`src/rtl/core/bfmk_pkg.sv`:
```
// shared types and constants for the bloom filter core
package bfmk_pkg;

    localparam int unsigned FILTER_BITS_DEF = 4096;
    localparam int unsigned MAX_HASHES_DEF  = 8;
    localparam int unsigned CFG_W           = 13;
    localparam int unsigned M_W             = 13;
    localparam int unsigned K_W             = 4;

    localparam logic CFG_FILTER_BITS = 1'b0;
    localparam logic CFG_HASH_COUNT  = 1'b1;

    localparam logic CMD_INSERT = 1'b0;
    localparam logic CMD_QUERY  = 1'b1;

    localparam logic [31:0] C1 = 32'hcc9e2d51;
    localparam logic [31:0] C2 = 32'h1b873593;
    localparam logic [31:0] F1 = 32'h85ebca6b;
    localparam logic [31:0] F2 = 32'hc2b2ae35;
    localparam logic [31:0] MIX_ADD = 32'he6546b64;

    typedef struct packed {
        logic        cmd;
        logic [7:0]  data;
        logic        last;
    } byte_req_t;

    function automatic logic [31:0] rotl(input logic [31:0] x, input int unsigned r);
        rotl = (x << r) | (x >> (32 - r));
    endfunction

endpackage

```
`src/rtl/core/bfmk_front.sv`:
```
// input stage and request queue between front and back
module bfmk_front import bfmk_pkg::*; (
    input  logic      clk,
    input  logic      rst_n,
    input  logic      in_valid,
    output logic      in_ready,
    input  byte_req_t in_req,
    output logic      q_valid,
    input  logic      q_ready,
    output byte_req_t q_req
);

    byte_req_t buf_reg [2];
    logic      wp_reg, wp_next, rp_reg, rp_next;
    logic [1:0] cnt_reg, cnt_next;
    logic      push, pop;

    assign in_ready = (cnt_reg != 2'd2);
    assign q_valid  = (cnt_reg != 2'd0);
    assign q_req    = buf_reg[rp_reg];
    assign push     = in_valid && in_ready;
    assign pop      = q_valid && q_ready;

    always_comb
    begin
        wp_next  = push ? ~wp_reg : wp_reg;
        rp_next  = pop ? ~rp_reg : rp_reg;
        cnt_next = cnt_reg + {1'b0, push} - {1'b0, pop};
    end

    always_ff @(posedge clk or negedge rst_n)
    begin
        if (!rst_n)
        begin
            wp_reg  <= 1'b0;
            rp_reg  <= 1'b0;
            cnt_reg <= 2'd0;
        end
        else
        begin
            wp_reg  <= wp_next;
            rp_reg  <= rp_next;
            cnt_reg <= cnt_next;
        end
    end

    always_ff @(posedge clk)
    begin
        if (push)
        begin
            buf_reg[wp_reg] <= in_req;
        end
    end

endmodule

```
`config.mk`:
```
export PLATFORM = sky130hd
export DESIGN_NAME = bfmk_front
export DESIGN_NICKNAME = d
export VERILOG_FILES = /design/src/rtl/core/bfmk_pkg.sv /design/src/rtl/core/bfmk_front.sv
export SDC_FILE = /design/constraint.sdc
export NUM_CORES = 1
export LEC_CHECK = 0
export BUFFER_PORTS_ARGS = -buffer_cell sky130_fd_sc_hd__buf_4
export CORE_ASPECT_RATIO = 1.1
export CORE_MARGIN = 2
export CORE_UTILIZATION = 40
export CTS_BUF_LIST = sky130_fd_sc_hd__clkbuf_16
export CTS_CLUSTER_SIZE = 25
export DETAILED_ROUTE_END_ITERATION = 10
export PLACE_DENSITY = 0.65
export SYNTH_ARGS = -nofsm -noshare
export SYNTH_HDL_FRONTEND = slang
export SYNTH_SLANG_ARGS = --single-unit
```
`constraint.sdc`:
```
create_clock -name clk -period 3.78 [get_ports clk]
set_input_delay 0.756 -clock clk [delete_from_list [all_inputs] [get_ports clk]]
set_output_delay 0.756 -clock clk [all_outputs]
set_load 0.05 [all_outputs]
```
==> flow_metrics.env, run 1 <==
export IMPL_outcome="finished clean"
export IMPL_tightestPinTransition_ns=0.864
export IMPL_critPathMaxFanout=11
export IMPL_slew_violations=0
export IMPL_utilization=0.549
export IMPL_synth_seq_cells=24
export IMPL_setup_viol=0
export IMPL_rsz0062_at_grt="no"
export IMPL_grt_max_degree=13
export IMPL_fin_ws_ns=1.56
export IMPL_drt_first_iter_violations=2
export IMPL_numPortBuffers=25
export IMPL_cp_slowest_cell="dfrtp_1"
export IMPL_coreArea_mm2=0.00221
export IMPL_drive_gt1_frac=0.400
export IMPL_clock_latency_ns=0.25
export IMPL_reg2regPathDepth=3
export IMPL_grt_pass1_wl_um=2120
export IMPL_syn_inst=48
export IMPL_ant_nets=0
export IMPL_cp_start_kind="register"
export IMPL_num_antenna_cells=0
export IMPL_rows=18
export IMPL_cp_cell_sequence="mux2_2, buf_4"
export IMPL_period_share=0.587
export IMPL_multi_input_area_um2=208
export IMPL_die_y_um=54.2
export IMPL_max_cap_violations=0
export IMPL_cp_top_family="flip-flops"
export IMPL_path_buf_inv=1
export IMPL_crit_type="reg -> out"
export IMPL_yosysTopAreaCell="edfxtp_1"
export IMPL_required_ns=3.02
export IMPL_routedWlPerCell_um=11.9
export IMPL_synth_area_um2=917
export IMPL_ff_latch_area_um2=701
export IMPL_start_util=0.416
export IMPL_place_ws_ns=1.72
export IMPL_fin_crit_ns=2.22
export IMPL_critical_path_depth=2
export IMPL_hold_viol=0
export IMPL_dp_cells=102
export IMPL_avgSynthCellArea_um2=19.1
export IMPL_place_area_mm2=0.00114
export IMPL_grt_overflow=0
export IMPL_synth_cell_types=15
export IMPL_chipWidth_um=49.7
export IMPL_synth_net_count=64
export IMPL_largest_register_ff_count=20
export IMPL_final_cells=105
export IMPL_clock_sinks=24
export IMPL_cpPeakStageDelay_ns=0.63
export IMPL_cts_clk_slew_worst_paths_ns=0.05
export IMPL_relSlewSlack=0.422
export IMPL_worstPathArrival_ns=1.46
export IMPL_finalNetCount=93
export IMPL_numCtsBuffers=3
export IMPL_h_tree_depth=1
export IMPL_synthTopCellsByArea="edfxtp_1 65%, mux2_1 11%, dfrtp_1 11%"
export IMPL_fill_cells=192
export IMPL_max_freq_mhz=451
export IMPL_setup_tns_final_ns=0
export IMPL_cts_root_buf="clkbuf_16"
export IMPL_finalWirelength_um=1250
export IMPL_final_area_mm2=0.00121
export IMPL_ir_drop_mv=0.500
export IMPL_cts_max_path_buffers=2
export IMPL_ys_warnings_count=0
export IMPL_place_gp_congestion=0.574
export IMPL_first_pass_iters=4
export IMPL_cp_end_kind="primary output"
export IMPL_skew_ns=0.00111
export IMPL_final_cell_mix="25 x buf_4, 20 x edfxtp_1, 9 x mux2_1"
export IMPL_drcViolationCount=0
export IMPL_area_delta_synth_final_pct=32.2
export IMPL_io_pins=26
export IMPL_hp_class="in -> async"
export IMPL_hpwl_um=881
export IMPL_p_per_area_mw_per_mm2=906
export IMPL_tritoncts="yes"
export IMPL_yosysSeqAreaShare=0.764
export IMPL_vias=482
export IMPL_gr_usage_all_layers=0.110
export IMPL_power_static_leakage_nw=0.480
export IMPL_grt_pass1_vias=459
export IMPL_postCtsSetupBuffers=0
export IMPL_ctsResizeCount=0
export IMPL_ctsHoldBuffers=0
export IMPL_die_area_mm2=0.00269
export IMPL_viasPerCell=4.59
export IMPL_layout_commonest_cell="buf_4"
export IMPL_synth_top_cell_area_share=0.655
export IMPL_antenna_found_initial=0
## through the flow
stage | power [mW] | hold slack (ns)
after floorplan | 0.763 | 0.460
after global placement | 0.890 | 0.475
after detailed placement | 0.897 | 0.500
after CTS | 1.11 | 0.292
after global routing | 1.16 | 0.289
final | 1.10 | 0.296
## worst register-to-register path, stage by stage (launching register included)
cell	delay, ns
dfrtp_1	0.40
nand2b_1	0.13
nand2_1	0.12
nor2_1	0.67
## cell families after synthesis
kind of cell	synth area share
xor gates and xnor gates	0.0382
adders and majority gates	0.0273
buffers and inverters	0.00954
DFF	0.764
muxes	0.123
and+or+nand+nor	0.0382
## synthesized netlist by cell type
library cell,count
ha_1,2
buf_2,1
inv_1,1
edfxtp_1,20
nand2b_1,1
mux2_2,1
nand2_1,1
nor2_1,1
and2_4,1
xnor2_1,3
dfrtp_1,4
or2_1,1
xor2_1,1
and3_1,1
mux2_1,9
## power breakdown
| part | internal (mW) | total [mW] | switching, mW | leakage (nW) |
|---|---|---|---|---|
| sequential | 0.370 | 0.413 | 0.0437 | 0.232 |
| clock | 0.139 | 0.213 | 0.0735 | 0.0370 |
| combinational | 0.163 | 0.472 | 0.308 | 0.211 |
## path summary, 6_finish.rpt
check                      slack (ns)        from             to
min in group clk                 0.50      wp_reg         wp_reg
max                              1.56      rp_reg       q_req[9]
max in group asynchronous        3.38       rst_n     cnt_reg[1]
min reg2reg                      0.50      wp_reg         wp_reg
min                              0.30       rst_n         wp_reg
max reg2reg                      2.09  cnt_reg[1]  buf_reg[0][1]
## final cells by class
type,instances,share of cell area
Tap cell,30,0.0310
Clock buffer,3,0.0619
Sequential cell,24,0.578
Timing Repair Buffer,25,0.155
Inverter,1,0.00310
Multi-Input combinational cell,22,0.171
## routing by layer
layer  wire length, um  global-route usage  up-vias  share of wire
met3                86              0.0301        2          0.069
met2               594               0.160       18           0.47
met1               568               0.148      231           0.45
met5                 0                   0        -              0
li1                  -                   -      231              -
met4                 4              0.0694        0         0.0032
(Power assumes the default switching activity.)
==> run 2, diff against run 1 <==
- clock period: 3.78 -> 2.1 ns (I/O delays scaled with it)
==> flow_metrics.env, run 2 (same netlist as run 1, synthesis figures left out) <==
export IMPL_p_per_area_mw_per_mm2=1620
export IMPL_fin_crit_ns=1.91
export IMPL_fill_cells=204
export IMPL_power_static_leakage_nw=0.489
export IMPL_cts_max_path_buffers=2
export IMPL_required_ns=1.68
export IMPL_slew_violations=0
export IMPL_cp_start_kind="register"
export IMPL_cp_end_kind="primary output"
export IMPL_tightestPinTransition_ns=0.507
export IMPL_grt_pass1_wl_um=2050
export IMPL_numCtsBuffers=3
export IMPL_clkPwrFrac=0.194
export IMPL_ff_latch_area_um2=701
export IMPL_ir_drop_mv=0.966
export IMPL_setup_tns_final_ns=0
export IMPL_first_pass_iters=2
export IMPL_clock_sinks=24
export IMPL_drive_gt1_frac=0.403
export IMPL_cp_top_family="flip-flops"
export IMPL_ant_nets=0
export IMPL_multi_input_area_um2=208
export IMPL_start_util=0.416
export IMPL_finalNetCount=95
export IMPL_drt_first_iter_violations=2
export IMPL_power_frac_comb=0.431
export IMPL_viasPerCell=4.41
export IMPL_layout_commonest_cell="buf_4"
export IMPL_cp_cell_sequence="mux2_2, buf_4"
export IMPL_rows=18
export IMPL_drcViolationCount=0
export IMPL_largest_register_ff_count=20
export IMPL_chipWidth_um=49.7
export IMPL_skew_ns=0.00445
export IMPL_h_tree_depth=1
export IMPL_cts_clk_slew_worst_paths_ns=0.06
export IMPL_antenna_found_initial=0
export IMPL_die_y_um=54.2
export IMPL_max_cap_violations=0
export IMPL_io_pins=26
export IMPL_p_total_mw=1.99
export IMPL_hold_viol=0
export IMPL_finalWirelength_um=1280
export IMPL_routedWlPerCell_um=12.0
export IMPL_final_cell_mix="26 x buf_4, 20 x edfxtp_1, 9 x mux2_1"
export IMPL_max_freq_mhz=524
export IMPL_worstPathArrival_ns=1.49
export IMPL_setup_viol=0
export IMPL_intPower_mw=1.22
export IMPL_grt_max_degree=13
export IMPL_hpwl_um=875
export IMPL_clock_latency_ns=0.25
export IMPL_grt_overflow=0
export IMPL_cts_root_buf="clkbuf_16"
export IMPL_cpPeakStageDelay_ns=0.66
export IMPL_vias=472
export IMPL_critPathMaxFanout=11
export IMPL_area_delta_synth_final_pct=34.1
export IMPL_period_share=0.908
export IMPL_p_seq_frac=0.375
export IMPL_crit_type="reg -> out"
export IMPL_coreArea_mm2=0.00221
export IMPL_relSlewSlack=0.662
export IMPL_path_buf_inv=1
export IMPL_hp_class="in -> reg"
export IMPL_outcome="finished clean"
export IMPL_place_gp_congestion=0.582
export IMPL_p_sw_frac=0.388
export IMPL_p_sw_uw=774
export IMPL_tritoncts="yes"
export IMPL_postCtsSetupBuffers=0
export IMPL_utilization=0.557
export IMPL_gr_usage_all_layers=0.109
export IMPL_cp_slowest_cell="dfrtp_1"
export IMPL_num_antenna_cells=0
export IMPL_die_area_mm2=0.00269
export IMPL_numPortBuffers=25
export IMPL_rsz0062_at_grt="no"
export IMPL_grt_pass1_vias=452
==> run 2: cell types whose count changed in the layout (fill, tap and decap cells not counted) <==
cell | previous run | this run
buf_4 | 25 | 26
dlygate4sd3_1 | 0 | 1
==> run 2: layout make-up <==
| class | instances | share of cell area |
|---|---|---|
| clock buffer | 3 | 0.0610 |
| inverter | 1 | 0.00305 |
| multi-input combinational | 22 | 0.169 |
| sequential | 24 | 0.570 |
| tap | 30 | 0.0305 |
| timing repair buffer | 27 | 0.167 |
==> run 2: repair_timing <==
item                                    CTS  global route
endpoints found under the setup margin    0             0
gates resized for setup                   0             0
hold endpoints to repair                  4             0
hold buffers                              1             0
==> run 2: worst paths after layout <==
kind,startpoint,end,slack (ns),cells after the start
setup / recovery,rp_reg,q_req[9],0.19,2
hold / removal,in_req[8],buf_reg[1][8],0.35,1
setup reg to reg,cnt_reg[1],cnt_reg[1],0.42,7
hold reg to reg,wp_reg,wp_reg,0.50,1
max in group asynchronous,rst_n,rp_reg,1.50,2
min in group asynchronous,rst_n,cnt_reg[1],0.50,2
==> run 2: routing by layer <==
layer / track usage / share of wire / vias to the layer above
met4: 0.0556 / 0.0078 / 0
met2: 0.176 / 0.45 / 18
met3: 0.0301 / 0.058 / 2
li1: - / - / 237
met1: 0.138 / 0.48 / 215
met5: 0 / 0 / -
==> run 2: metrics by stage <==
| step | std cells | hold WS (ns) | setup slack, ns | area [um2] |
|---|---|---|---|---|
| after detailed placement | 103 | 0.220 | 0.429 | 1140 |
| after CTS | 107 | 0.352 | 0.172 | 1230 |
| after global placement | 103 | 0.222 | 0.447 | 1140 |
| after floorplan | 48 | 0.124 | 0.212 | 917 |
| final | 107 | 0.353 | 0.193 | 1230 |
| after global routing | 107 | 0.349 | 0.115 | 1230 |
==> run 2: power by group through the flow <==
stage,sequential [mW],clock (mW),combinational [mW]
final,0.747,0.386,0.859
after CTS,0.749,0.391,0.871
after detailed placement,0.759,0,0.865
after floorplan,0.706,0,0.667
after global routing,0.768,0.413,0.918
after global placement,0.752,0,0.858
==> run 2: worst reg2reg max path, cell delays in order, from the launching register on <==
cell and delay, ns:
dfrtp_1 0.40, or2_1 0.25, and2_4 0.17, ha_1 0.27, inv_1 0.04, ha_1 0.18
xnor2_1 0.17, xnor2_1 0.13
